--- config.mk ---
export PLATFORM = sky130hd
export DESIGN_NAME = lms_adaptive_fir_filter_flat
export DESIGN_NICKNAME = d
export VERILOG_FILES = /design/src/rtl/lmsf_pkg.sv /design/src/rtl/lmsf_if.sv /design/src/rtl/lmsf_digit_mul.sv /design/src/rtl/lmsf_tap_store.sv /design/src/rtl/lms_adaptive_fir_filter.sv /design/src/flat_wrapper.sv
export SDC_FILE = /design/constraint.sdc
export NUM_CORES = 2
export LEC_CHECK = 0
export ABC_CLOCK_PERIOD_IN_PS = 9350
export BUFFER_PORTS_ARGS = -buffer_cell sky130_fd_sc_hd__buf_4
export CORE_MARGIN = 3
export CORE_UTILIZATION = 52
export DETAILED_ROUTE_END_ITERATION = 8
export GPL_TIMING_DRIVEN = 0
export PLACE_DENSITY = 0.71
export SLEW_MARGIN = 10
export SYNTH_ARGS = -nofsm -noshare
export SYNTH_HDL_FRONTEND = slang
export SYNTH_SLANG_ARGS = --single-unit
--- constraint.sdc ---
create_clock -name clk -period 9.35 [get_ports clk]
set_input_delay 0.4675 -clock clk [delete_from_list [all_inputs] [get_ports clk]]
set_output_delay 0.4675 -clock clk [all_outputs]
set_load 0.01 [all_outputs]
--- src/rtl/lmsf_pkg.sv ---
// ----------------------------------------------------------------------------
// lmsf_pkg
// Shared widths, reset values and control types of the adaptive fir filter.
// ----------------------------------------------------------------------------
`default_nettype none

package lmsf_pkg;

	// field widths
	localparam int SAMPLE_W = 16;
	localparam int WEIGHT_W = 32;
	localparam int STEP_W   = 16;

	// register reset value, mu of about 0.3 in Q0.16
	localparam logic [STEP_W-1:0] STEP_RESET = 16'd19661;

	// default filter length
	localparam int TAPS_DEFAULT = 16;

	// digit-serial multiplier: multiplier operand is consumed one digit a cycle
	localparam int DIGIT_W = 4;
	localparam int NDIG    = SAMPLE_W / DIGIT_W;
	localparam int CNT_W   = $clog2(NDIG);
	localparam int MCAND_W = 33;
	localparam int PROD_W  = MCAND_W + SAMPLE_W;

	// multiplier status
	typedef struct packed {
		logic busy;
		logic done;
	} mul_stat_t;

	// word pushed into the circulating tap store
	typedef struct packed {
		logic                       rotate;
		logic signed [WEIGHT_W-1:0] w_push;
		logic signed [SAMPLE_W-1:0] h_push;
	} tap_push_t;

endpackage

`default_nettype wire

--- src/rtl/lmsf_if.sv ---
// ----------------------------------------------------------------------------
// lmsf_if
// Valid/ready channels for the sample words and the filter result words.
// ----------------------------------------------------------------------------
`default_nettype none

interface lmsf_in_if ();
	logic                                valid;
	logic                                ready;
	logic signed [lmsf_pkg::SAMPLE_W-1:0] reference_sample;
	logic signed [lmsf_pkg::SAMPLE_W-1:0] error_sample;

	modport source (output valid, reference_sample, error_sample, input ready);
	modport sink   (input valid, reference_sample, error_sample, output ready);
endinterface

interface lmsf_out_if ();
	logic                                valid;
	logic                                ready;
	logic signed [lmsf_pkg::SAMPLE_W-1:0] filter_out;

	modport source (output valid, filter_out, input ready);
	modport sink   (input valid, filter_out, output ready);
endinterface

`default_nettype wire

--- src/rtl/lmsf_digit_mul.sv ---
// ----------------------------------------------------------------------------
// lmsf_digit_mul
// Signed digit-serial multiplier, most significant digit first, one digit
// of the 16-bit multiplier per cycle into a shift-and-add accumulator.
// ----------------------------------------------------------------------------
`default_nettype none

module lmsf_digit_mul (
	input  wire logic                                 clk,
	input  wire logic                                 arst_n,
	input  wire logic                                 start,
	input  wire logic signed [lmsf_pkg::MCAND_W-1:0]  mcand,
	input  wire logic signed [lmsf_pkg::SAMPLE_W-1:0] mplier,
	output lmsf_pkg::mul_stat_t                       stat,
	output logic signed [lmsf_pkg::PROD_W-1:0]        product
);

	localparam int PP_W = lmsf_pkg::MCAND_W + lmsf_pkg::DIGIT_W + 1;

	logic                                  busy_q;
	logic                                  done_q;
	logic [lmsf_pkg::CNT_W-1:0]            cnt_q;
	logic signed [lmsf_pkg::MCAND_W-1:0]   mcand_q;
	logic [lmsf_pkg::SAMPLE_W-1:0]         mplier_q;
	logic signed [lmsf_pkg::PROD_W-1:0]    acc_q;
	logic signed [lmsf_pkg::DIGIT_W:0]     digit;
	logic signed [PP_W-1:0]                pp;
	logic signed [lmsf_pkg::PROD_W-1:0]    acc_next;
	logic                                  last_digit;

	// top digit carries the sign, the rest are unsigned
	assign digit = {(cnt_q == '0) ? mplier_q[lmsf_pkg::SAMPLE_W-1] : 1'b0,
		mplier_q[lmsf_pkg::SAMPLE_W-1 -: lmsf_pkg::DIGIT_W]};
	assign pp = mcand_q * digit;
	assign acc_next = (acc_q <<< lmsf_pkg::DIGIT_W)
		+ {{(lmsf_pkg::PROD_W-PP_W){pp[PP_W-1]}}, pp};
	assign last_digit = (cnt_q == lmsf_pkg::CNT_W'(lmsf_pkg::NDIG - 1));

	// control
	always_ff @(posedge clk or negedge arst_n) begin
		if (!arst_n) begin
			busy_q <= 1'b0;
			done_q <= 1'b0;
			cnt_q  <= '0;
		end else if (start) begin
			busy_q <= 1'b1;
			done_q <= 1'b0;
			cnt_q  <= '0;
		end else if (busy_q) begin
			cnt_q <= cnt_q + 1'b1;
			if (last_digit) begin
				busy_q <= 1'b0;
				done_q <= 1'b1;
			end
		end else begin
			done_q <= 1'b0;
		end
	end

	// operand shift register and accumulator
	always_ff @(posedge clk) begin
		if (start) begin
			mcand_q  <= mcand;
			mplier_q <= mplier;
			acc_q    <= '0;
		end else if (busy_q) begin
			mplier_q <= mplier_q << lmsf_pkg::DIGIT_W;
			acc_q    <= acc_next;
		end
	end

	assign stat.busy = busy_q;
	assign stat.done = done_q;
	assign product   = acc_q;

	// checks
	a_no_restart: assert property (@(posedge clk) disable iff (!arst_n)
		start |-> !busy_q)
		else $error("multiplier started while busy");
	a_done_after_busy: assert property (@(posedge clk) disable iff (!arst_n)
		done_q |-> (!busy_q && $past(busy_q)))
		else $error("multiplier done without a finished run");

endmodule

`default_nettype wire

--- src/rtl/lmsf_tap_store.sv ---
// ----------------------------------------------------------------------------
// lmsf_tap_store
// Circulating shift registers of tap weights and history samples; the head
// is read at slot 0 and each rotation pushes an updated word at the tail.
// ----------------------------------------------------------------------------
`default_nettype none

module lmsf_tap_store #(
	parameter int TAPS = lmsf_pkg::TAPS_DEFAULT
) (
	input  wire logic                                 clk,
	input  wire logic                                 arst_n,
	input  wire lmsf_pkg::tap_push_t                  push,
	output logic signed [lmsf_pkg::WEIGHT_W-1:0]      w_head,
	output logic signed [lmsf_pkg::SAMPLE_W-1:0]      h_head
);

	logic signed [lmsf_pkg::WEIGHT_W-1:0] w_q [TAPS];
	logic signed [lmsf_pkg::SAMPLE_W-1:0] h_q [TAPS];

	// rotate toward the head, new word enters at the tail
	always_ff @(posedge clk or negedge arst_n) begin
		if (!arst_n) begin
			for (int i = 0; i < TAPS; i++) begin
				w_q[i] <= '0;
				h_q[i] <= '0;
			end
		end else if (push.rotate) begin
			for (int i = 0; i < TAPS - 1; i++) begin
				w_q[i] <= w_q[i+1];
				h_q[i] <= h_q[i+1];
			end
			w_q[TAPS-1] <= push.w_push;
			h_q[TAPS-1] <= push.h_push;
		end
	end

	assign w_head = w_q[0];
	assign h_head = h_q[0];

endmodule

`default_nettype wire

--- src/rtl/lms_adaptive_fir_filter.sv ---
// ----------------------------------------------------------------------------
// lms_adaptive_fir_filter
// LMS adaptive FIR filter built around one shared digit-serial multiplier.
// ----------------------------------------------------------------------------
// Usage:
//  samples : words of reference_sample and error_sample (Q1.15), taken on
//            valid && ready. ready is high only while no word is in work.
//  results : one filter_out word (Q1.15, saturated) per sample word, held in
//            an output register until the receiver takes it.
//  cfg_we / cfg_wdata : write of step_size (Q0.16), only while idle.
// Each word first adapts every weight by mu * error * old history, then
// shifts the new sample in and forms the rounded dot product.
// Between acceptance and result valid the multiplier forms 2 * TAPS + 1
// products in turn: mu * error, then per tap the weight update and the
// filter product; the result is then loaded into the output register.
// A new word is taken only once the last one is loaded; ready comes back in
// the cycle after the result is loaded.
// A result that is not taken does not stop the next word from being
// accepted; only its own result waits for the output register to free up.
// Reset clears weights and history to zero, step_size to 19661 and drops
// any word in work.
// ----------------------------------------------------------------------------
`default_nettype none

module lms_adaptive_fir_filter #(
	parameter int TAPS = lmsf_pkg::TAPS_DEFAULT
) (
	input  wire logic                               clk,
	input  wire logic                               arst_n,
	input  wire logic                               cfg_we,
	input  wire logic [lmsf_pkg::STEP_W-1:0]        cfg_wdata,
	lmsf_in_if.sink                                 samples,
	lmsf_out_if.source                              results
);

	localparam int TAP_W = $clog2(TAPS);
	localparam int ACC_W = lmsf_pkg::WEIGHT_W + lmsf_pkg::SAMPLE_W + $clog2(TAPS);
	localparam int Y_W   = ACC_W - 27;
	localparam int SW    = lmsf_pkg::SAMPLE_W;
	localparam int WW    = lmsf_pkg::WEIGHT_W;
	localparam int PW    = lmsf_pkg::PROD_W;
	localparam int MW    = lmsf_pkg::MCAND_W;

	// sequencer codes
	localparam logic [2:0] ST_IDLE     = 3'd0;
	localparam logic [2:0] ST_EM_GO    = 3'd1;
	localparam logic [2:0] ST_EM_WAIT  = 3'd2;
	localparam logic [2:0] ST_UPD_GO   = 3'd3;
	localparam logic [2:0] ST_UPD_WAIT = 3'd4;
	localparam logic [2:0] ST_FIR_GO   = 3'd5;
	localparam logic [2:0] ST_FIR_WAIT = 3'd6;
	localparam logic [2:0] ST_DONE     = 3'd7;

	logic [2:0]                  state_q;
	logic [lmsf_pkg::STEP_W-1:0] step_q;
	logic [TAP_W-1:0]            tap_q;
	logic                        out_valid_q;
	logic signed [SW-1:0]        out_data_q;
	logic signed [SW-1:0]        x_q;
	logic signed [SW-1:0]        err_q;
	logic signed [SW-1:0]        prev_q;
	logic signed [WW-1:0]        em_q;
	logic signed [WW-1:0]        w_new_q;
	logic signed [ACC_W-1:0]     acc_q;

	logic                        accept;
	logic                        out_load;
	logic                        mul_start;
	logic signed [MW-1:0]        mul_mcand;
	logic signed [SW-1:0]        mul_mplier;
	lmsf_pkg::mul_stat_t         mul_stat;
	logic signed [PW-1:0]        product;
	lmsf_pkg::tap_push_t         push;
	logic signed [WW-1:0]        w_head;
	logic signed [SW-1:0]        h_head;
	logic signed [SW-1:0]        h_new;
	logic signed [WW-1:0]        w_upd;
	logic signed [SW-1:0]        y_sat;
	logic                        last_tap;

	// weight update: round Q2.46 term to Q5.27, saturating add
	function automatic logic signed [WW-1:0] upd_weight(
		input logic signed [WW-1:0] w,
		input logic signed [PW-1:0] p
	);
		logic signed [PW-1:0] t;
		logic signed [WW:0]   s;
		t = p + PW'(1 << 18);
		s = {w[WW-1], w} + {{(WW + 1 - (PW - 19)){t[PW-1]}}, t[PW-1:19]};
		if (s[WW] != s[WW-1])
			upd_weight = s[WW] ? {1'b1, {(WW-1){1'b0}}} : {1'b0, {(WW-1){1'b1}}};
		else
			upd_weight = s[WW-1:0];
	endfunction

	assign accept   = samples.valid && samples.ready;
	assign out_load = (state_q == ST_DONE) && (!out_valid_q || results.ready);
	assign last_tap = (tap_q == TAP_W'(TAPS - 1));
	assign h_new    = (tap_q == '0) ? x_q : prev_q;
	assign w_upd    = upd_weight(w_head, product);

	// output rounding and saturation to Q1.15
	always_comb begin
		logic signed [ACC_W-1:0] t;
		logic signed [Y_W-1:0]   y;
		t = acc_q + ACC_W'(1 << 26);
		y = t[ACC_W-1:27];
		if (!y[Y_W-1] && (|y[Y_W-2:SW-1]))
			y_sat = {1'b0, {(SW-1){1'b1}}};
		else if (y[Y_W-1] && !(&y[Y_W-2:SW-1]))
			y_sat = {1'b1, {(SW-1){1'b0}}};
		else
			y_sat = y[SW-1:0];
	end

	// multiplier operand select
	always_comb begin
		mul_start  = 1'b0;
		mul_mcand  = {{(MW - lmsf_pkg::STEP_W){1'b0}}, step_q};
		mul_mplier = err_q;
		case (state_q)
			ST_EM_GO: begin
				mul_start = 1'b1;
			end
			ST_UPD_GO: begin
				mul_start  = 1'b1;
				mul_mcand  = {{(MW - WW){em_q[WW-1]}}, em_q};
				mul_mplier = h_head;
			end
			ST_FIR_GO: begin
				mul_start  = 1'b1;
				mul_mcand  = {{(MW - WW){w_new_q[WW-1]}}, w_new_q};
				mul_mplier = h_new;
			end
			default: begin
				mul_start = 1'b0;
			end
		endcase
	end

	// rotate the store once a tap is finished
	always_comb begin
		push.rotate = (state_q == ST_FIR_WAIT) && mul_stat.done;
		push.w_push = w_new_q;
		push.h_push = h_new;
	end

	// sequencer and control registers
	always_ff @(posedge clk or negedge arst_n) begin
		if (!arst_n) begin
			state_q     <= ST_IDLE;
			step_q      <= lmsf_pkg::STEP_RESET;
			tap_q       <= '0;
			out_valid_q <= 1'b0;
		end else begin
			if (cfg_we)
				step_q <= cfg_wdata;
			if (out_load)
				out_valid_q <= 1'b1;
			else if (results.ready)
				out_valid_q <= 1'b0;
			case (state_q)
				ST_IDLE: begin
					if (accept)
						state_q <= ST_EM_GO;
				end
				ST_EM_GO: begin
					state_q <= ST_EM_WAIT;
				end
				ST_EM_WAIT: begin
					if (mul_stat.done) begin
						tap_q   <= '0;
						state_q <= ST_UPD_GO;
					end
				end
				ST_UPD_GO: begin
					state_q <= ST_UPD_WAIT;
				end
				ST_UPD_WAIT: begin
					if (mul_stat.done)
						state_q <= ST_FIR_GO;
				end
				ST_FIR_GO: begin
					state_q <= ST_FIR_WAIT;
				end
				ST_FIR_WAIT: begin
					if (mul_stat.done) begin
						if (last_tap) begin
							state_q <= ST_DONE;
						end else begin
							tap_q   <= tap_q + 1'b1;
							state_q <= ST_UPD_GO;
						end
					end
				end
				ST_DONE: begin
					if (out_load)
						state_q <= ST_IDLE;
				end
				default: begin
					state_q <= ST_IDLE;
				end
			endcase
		end
	end

	// datapath registers
	always_ff @(posedge clk) begin
		if (accept) begin
			x_q   <= samples.reference_sample;
			err_q <= samples.error_sample;
		end
		if ((state_q == ST_EM_WAIT) && mul_stat.done) begin
			em_q  <= product[WW-1:0];
			acc_q <= '0;
		end
		if ((state_q == ST_UPD_WAIT) && mul_stat.done)
			w_new_q <= w_upd;
		if (push.rotate) begin
			acc_q  <= acc_q + {{(ACC_W - (PW - 1)){product[PW-2]}}, product[PW-2:0]};
			prev_q <= h_head;
		end
		if (out_load)
			out_data_q <= y_sat;
	end

	lmsf_digit_mul u_mul (
		.clk     (clk),
		.arst_n  (arst_n),
		.start   (mul_start),
		.mcand   (mul_mcand),
		.mplier  (mul_mplier),
		.stat    (mul_stat),
		.product (product)
	);

	lmsf_tap_store #(
		.TAPS (TAPS)
	) u_store (
		.clk    (clk),
		.arst_n (arst_n),
		.push   (push),
		.w_head (w_head),
		.h_head (h_head)
	);

	assign samples.ready    = (state_q == ST_IDLE);
	assign results.valid    = out_valid_q;
	assign results.filter_out = out_data_q;

	// checks
	a_idle_mul_quiet: assert property (@(posedge clk) disable iff (!arst_n)
		(state_q == ST_IDLE) |-> (!mul_stat.busy && !mul_stat.done))
		else $error("multiplier active while idle");
	a_done_in_wait: assert property (@(posedge clk) disable iff (!arst_n)
		mul_stat.done |-> ((state_q == ST_EM_WAIT) || (state_q == ST_UPD_WAIT)
			|| (state_q == ST_FIR_WAIT)))
		else $error("multiplier result outside a wait state");

endmodule

`default_nettype wire

--- src/flat_wrapper.sv ---
// flat-port wrapper written by rule: the top's interface ports become plain ports
module lms_adaptive_fir_filter_flat 
#(
	parameter int TAPS = lmsf_pkg::TAPS_DEFAULT
)
  (clk, arst_n, cfg_we, cfg_wdata, samples_valid, samples_reference_sample, samples_error_sample, samples_ready, results_valid, results_filter_out, results_ready);
  lmsf_in_if samples_i ();
  lmsf_out_if results_i ();
  input  wire logic clk;
  input  wire logic arst_n;
  input  wire logic cfg_we;
  input  wire logic [lmsf_pkg::STEP_W-1:0] cfg_wdata;
  input wire logic [$bits(samples_i.valid)-1:0] samples_valid;
  input wire logic [$bits(samples_i.reference_sample)-1:0] samples_reference_sample;
  input wire logic [$bits(samples_i.error_sample)-1:0] samples_error_sample;
  output wire logic [$bits(samples_i.ready)-1:0] samples_ready;
  output wire logic [$bits(results_i.valid)-1:0] results_valid;
  output wire logic [$bits(results_i.filter_out)-1:0] results_filter_out;
  input wire logic [$bits(results_i.ready)-1:0] results_ready;
  assign samples_i.valid = samples_valid;
  assign samples_i.reference_sample = samples_reference_sample;
  assign samples_i.error_sample = samples_error_sample;
  assign samples_ready = samples_i.ready;
  assign results_valid = results_i.valid;
  assign results_filter_out = results_i.filter_out;
  assign results_i.ready = results_ready;
  lms_adaptive_fir_filter #(.TAPS(TAPS)) u_core (.clk(clk), .arst_n(arst_n), .cfg_we(cfg_we), .cfg_wdata(cfg_wdata), .samples(samples_i), .results(results_i));
endmodule
Word-level counts from Yosys, hierarchy flattened

Cells that the tools add are included.

Flip-flop bits (word level): 1,074
Output and inout bits: 18
Input bits: 53
Logic and storage cells: 130

Reduce and logical (&&, ||, !) cells: 23
Muxes and demuxes: 33
$mul: 1
Equality and inequality tests: 17
$add $sub $neg: 7

Operators with widths:

| kind                     | count |
|---|---|
| $mux W52                 | 2 |
| $pmux W33 S2             | 1 |
| $mux W16                 | 4 |
| $mux W32                 | 2 |
| $add A52 B28 Y52 const B | 1 |
| $add A52 B52 Y52         | 1 |
| $add A49 B20 Y49 const B | 1 |
| $add A49 B49 Y49         | 1 |
| $mul A33 B5 Y38          | 1 |
| $add A32 B30 Y33         | 1 |
| $pmux W16 S2             | 1 |
| $pmux W3 S8              | 1 |
| $mux W3                  | 6 |
| $eq A3 B3 Y1 const B     | 4 |
| $mux W4                  | 3 |
| $mux W1                  | 10 |
| $ne A2 B2 Y1 const B     | 5 |
| $reduce_and A9 Y1        | 1 |
| $reduce_or A9 Y1         | 1 |
| $pmux W4 S2              | 1 |
| $reduce_bool A2 Y1       | 4 |
| $logic_and A1 B1 Y1      | 7 |
| $eq A3 B2 Y1 const B     | 2 |
| $reduce_and A5 Y1        | 1 |
| 16 further kinds         | 19 |

Logic depth before layout (Yosys ltp)

Depth in word-level cells: 5
Gate-level depth with buffers: 33
Mapped depth without buffers: 31

Hierarchy

From an unflattened synthesis, not the netlist that was laid out.

Cell total of the unflattened synthesis: 4,527
Area, all modules: 55,389.4 um^2

By module, submodules not included:

| module                  | area each (um^2) | instances | sequential area each (um^2) | cells each |
|---|---|---|---|---|
| lmsf_tap_store          | 28,842.7         | 1         | 19,218.4                    | 1,669 |
| lms_adaptive_fir_filter | 14,523.9         | 1         | 6,015.8                     | 1,499 |
| lmsf_digit_mul          | 12,022.8         | 1         | 2,552.4                     | 1,359 |

Worst setup path after synthesis

Ideal clock, no wire load.

Path type: reg2reg
Start point: register u_core.u_mul.cnt_q[0] (netlist name)
End point: register u_core.u_mul.acc_q (netlist bit u_core.u_mul.product[48])
Cell stages (with the launch flop): 32
Setup time: 0.118 ns
Clock period less this slack: 7.208 ns
Data required time: 9.232 ns
Path buffers: 2
Arrival: 7.091 ns
Slack: 2.142 ns
Cells stage by stage: dfrtp_1 -> inv_1 -> ha_1 -> nand2_1 -> clkbuf_1 -> nor2_1 -> fa_1 -> inv_1 -> fa_1 -> fa_1 -> inv_1 -> ha_1 -> buf_2 -> a21oi_1 -> o21ai_1 -> a311o_1 -> a221o_1 -> a31oi_4 -> nor4_2 -> o211a_1 -> nor3_2 -> ha_1 -> a21o_1 -> a31o_2 -> a21oi_1 -> nor3b_1 -> o21ai_0 -> or3_1 -> o21ai_0 -> xor2_1 -> or3_1 -> o2111a_1

Cells in the longest elaborated chain, start to end: 4

Ends and longest elaborated chain:

| what                     | line                 | text |
|---|---|---|
| start: declaration       | lmsf_digit_mul.sv:22 | `logic [lmsf_pkg::CNT_W-1:0] cnt_q;` |
| start signal: assignment | lmsf_digit_mul.sv:50 | `cnt_q <= cnt_q + 1'b1;` |
| $logic_not A2 Y1         | lmsf_digit_mul.sv:32 | `assign digit = {(cnt_q == '0) ? mplier_q[lmsf_pkg::SAMPLE_W-1] : 1'b0,` |
| $mux W1                  | lmsf_digit_mul.sv:32 |  |
| $mul A33 B5 Y38          | lmsf_digit_mul.sv:34 | `assign pp = mcand_q * digit;` |
| $add A49 B49 Y49         | lmsf_digit_mul.sv:36 | `+ {{(lmsf_pkg::PROD_W-PP_W){pp[PP_W-1]}}, pp};` |
| end signal: assignment   | lmsf_digit_mul.sv:68 | `acc_q <= acc_next;` |
| end: declaration         | lmsf_digit_mul.sv:25 | `logic signed [lmsf_pkg::PROD_W-1:0] acc_q;` |

No other way between the ends.
A chain may end at the register's enable or synchronous reset.

Final worst setup path

Ends and elaborated chain as after synthesis.

==> results_dict.tcl <==
set metrics [dict create \
    finClkSkew_ns 0.0453 \
    yosys_warnings 0 \
    timing.fmax_ghz 0.112 \
    crit_top_cell "sky130_fd_sc_hd__a21oi_1" \
    grt_max_degree 109 \
    clock_tree_from_tritoncts "built" \
    io-pin-count 71 \
    critPathSlowestCell "sky130_fd_sc_hd__nor4b_1" \
    cp.arrival_ns 9.54 \
    place_hpwl_mm 99.3 \
    design_power_total_w 0.00943 \
    holdCritPathClass "primary input to flop" \
    fraction_of_registers_with_async_set_reset_pct 74.2 \
    floorplan.initialDensity_pct 52.5 \
    post-route-period-util_pct 95.5 \
    max-slew-margin-rel_pct 23.2 \
    antenna_found_initial 4 \
    unrepaired_setup_endpoints_after_global_routing "false" \
    wire_per_inst_um 17.6 \
    utilization_pct 59.2 \
    pre_cts_ws_ns 0.498 \
    synthToLayoutAreaGrowth_pct 12.7 \
    maxSlewViolCount 0 \
    die_h_um 327 \
    slowest_delay_ns 0.59 \
    p_per_area_mw_per_mm2 156 \
    finalHoldViolations 0 \
    worst-slew-pin-transition_ns 1.15 \
    cts.clk_slew.worst_paths_ns 0.07 \
    kind_of_capture_point_of_the_worst_setup_path "flop" \
    finalSetupViolCount 0 \
    post_layout_nonfiller_instances 7585 \
    grt_pass1_wl_mm 216 \
    share_of_final_layout_standard_cells_stronger_than_drive_strength_1_pct 5.54 \
    insertion_delay_ns 0.72 \
    cts.htree.levels 3 \
    drt_pre_antenna_iters 6 \
    most-common-layout-cells "sky130_fd_sc_hd__nand2_1 (2407), sky130_fd_sc_hd__dfrtp_1 (788), sky130_fd_sc_hd__inv_1 (262)" \
    yosys_most_used_dff "sky130_fd_sc_hd__dfrtp_1" \
    die_x_um 327 \
    synth_cell_types 90 \
    drt_iter0_drc 3255 \
    synth.ff_latch_count 1073 \
    max_cap_violations 0 \
    final.setup.worst_slack_ns 0.416 \
    postSynthNetCount 6252 \
    core_mm2 0.102 \
    required_ns 9.96 \
    worstSetupPathType "flop to flop" \
    cts-root-to-sink-buffers 3 \
    first_global_vias 40684 \
    detail_route.wirelength_mm 133 \
    place.detailed.instances 7328 \
    p_leak_nw 30.5 \
    cts_num_sinks 1073 \
    syn-cell-area_mm2 0.0536 \
    crit_path_start_kind "flop" \
    postSynthCellCount 5880 \
    period_minus_slack_ns 8.93 \
    numPortBuffers 69 \
    detail_route.vias_per_cell 5.35 \
    worstPathMaxFanout 10 \
    ys_seq_area_share_pct 51.8 \
    total_via_count_in_the_routed_design 40567 \
    routabilityCongestion 0.937 \
    drc_violation_count_after_routing 0 \
    cts-root-buf "sky130_fd_sc_hd__clkbuf_16" \
    final_nets 6494 \
    grt_util_all_layers_pct 25.1 \
    globalRouteOverflowTotal 0 \
    floorplan.die_area_mm2 0.107 \
    placementRows 117 \
    outcome "completed" \
    detail-route-antenna-nets 0 \
    post_synth.cell_area_avg_um2 9.11 \
    synth-edff-count 228 \
    cts-buffers-inserted 111 \
    most_common_cell_after_layout_fill_and_taps_aside "sky130_fd_sc_hd__nand2_1" \
    power.ir.vdd_worst_v 0.000158 \
]
-- synth_stat cells (9+ instances only) --
cell	n	share of area, %
sky130_fd_sc_hd__a211oi_1	21	0.29
sky130_fd_sc_hd__a21o_1	91	1.3
sky130_fd_sc_hd__a21oi_1	195	1.8
sky130_fd_sc_hd__a221oi_1	10	0.16
sky130_fd_sc_hd__a22o_1	18	0.29
sky130_fd_sc_hd__a22oi_1	18	0.25
sky130_fd_sc_hd__a31oi_1	23	0.27
sky130_fd_sc_hd__and2_1	137	1.6
sky130_fd_sc_hd__and3_1	28	0.33
sky130_fd_sc_hd__buf_2	9	0.084
sky130_fd_sc_hd__clkbuf_1	236	1.7
sky130_fd_sc_hd__dfrtp_1	788	37
sky130_fd_sc_hd__dfxtp_1	49	1.8
sky130_fd_sc_hd__edfxtp_1	228	13
sky130_fd_sc_hd__fa_1	103	3.8
sky130_fd_sc_hd__ha_1	216	5.0
sky130_fd_sc_hd__inv_1	263	1.8
sky130_fd_sc_hd__maj3_1	9	0.17
sky130_fd_sc_hd__mux2_2	17	0.36
sky130_fd_sc_hd__mux2i_1	45	0.84
sky130_fd_sc_hd__nand2_1	2407	17
sky130_fd_sc_hd__nand2b_1	19	0.22
sky130_fd_sc_hd__nand3_1	60	0.56
sky130_fd_sc_hd__nand4_1	21	0.25
sky130_fd_sc_hd__nor2_1	229	1.6
sky130_fd_sc_hd__nor2b_1	26	0.30
sky130_fd_sc_hd__nor3_1	34	0.32
sky130_fd_sc_hd__nor3b_1	9	0.13
sky130_fd_sc_hd__o211ai_1	10	0.14
sky130_fd_sc_hd__o21a_1	25	0.35
sky130_fd_sc_hd__o21ai_0	157	1.5
sky130_fd_sc_hd__o21bai_1	23	0.32
sky130_fd_sc_hd__o22ai_1	17	0.20
sky130_fd_sc_hd__o31ai_1	10	0.14
sky130_fd_sc_hd__or3_1	12	0.14
sky130_fd_sc_hd__xnor2_1	111	1.8
sky130_fd_sc_hd__xor2_1	72	1.2
-- state kept, by name (all words and copies together) (netlist names), 32 cells and up --
signal,cells
u_core.u_mul.mcand_q,32
u_core.u_mul.product,49
u_core.u_store.w_head,32
u_core.u_store.w_q,480
u_core.w_new_q,32
u_core.acc_q,52
u_core.u_store.h_q,240
u_core.em_q,32
-- layer usage --
layer,routed length (um),track usage [%],vias to the layer above
met2,63200,41.4,939
met4,3980,7.42,2
li1,-,-,19553
met3,6580,3.46,231
met1,59700,34.9,19842
met5,13,0,-
-- path summary, 6_finish.rpt --
check,start,endpoint,slack [ns],cells after the start
hold reg to reg,u_core.u_store.h_q[79],u_core.u_store.h_q[95],0.44,2
setup reg to reg,u_core.u_mul.cnt_q[0],u_core.u_mul.product[48],0.42,30
min in group asynchronous,arst_n,u_core.u_store.w_q[275],0.25,2
hold / removal,results_ready,u_core.results.valid,0.18,3
max in group asynchronous,arst_n,u_core.step_q[3],7.27,5
setup / recovery,u_core.u_mul.cnt_q[0],u_core.u_mul.product[48],0.42,30
-- report_power, final --
group          internal (W)  leakage [nW]  total [W]  switching, W
clock               0.00263          1.86    0.00452       0.00189
sequential          0.00477          12.9    0.00478    0.00000554
combinational     0.0000452          15.7   0.000127     0.0000822
total               0.00745          30.5    0.00943       0.00197
-- layout make-up --
class,count,area (um^2)
diodes,3,7.51
plain buffers,254,970
clock buffers,143,3080
clock inverters,62,669
fillers,8694,41700
inverters,264,991
multi-input cells,4289,23900
flip-flops and latches,1073,27800
well taps,1368,1710
repair buffers,129,1300
-- per-stage QoR --
stage / area (um^2) / TNS (ns) / hold slack [ns]
final: 60400 / 0 / 0.180
after global routing: 60400 / 0 / 0.163
after CTS: 60300 / 0 / 0.124
after detailed placement: 56100 / 0 / 0.391
after global placement: 55800 / -978.46 / 0.429
after floorplan: 53600 / 0 / 0.172
-- logic make-up after synthesis --
family	share of synthesized area [%]
buffers and inverters	3.65
DFF	51.8
adders and majority gates	9.08
AOI/OAI and AO/OA	8.30
muxes	1.20
xor gates and xnor gates	2.99
and+or+nand+nor	22.9
-- worst max-delay path: cells and delay by family (launching register included) --
kind / cells / cell delay, ns
xor+xnor: 2 / 0.49
buf+inv: 4 / 0.71
flops: 1 / 0.38
fa+ha+maj: 6 / 2.63
simple gates: 5 / 1.57
compound gates: 13 / 3.03
-- timing repair --
item | 4_1_cts | 5_1_grt
setup buffers | 0 | 0
setup endpoints to repair | 0 | 1
endpoints found under the hold margin | 89 | 0
gates resized for setup | 0 | 3
hold buffers | 49 | 0
Note: power is estimated with default switching activity, not from simulation.
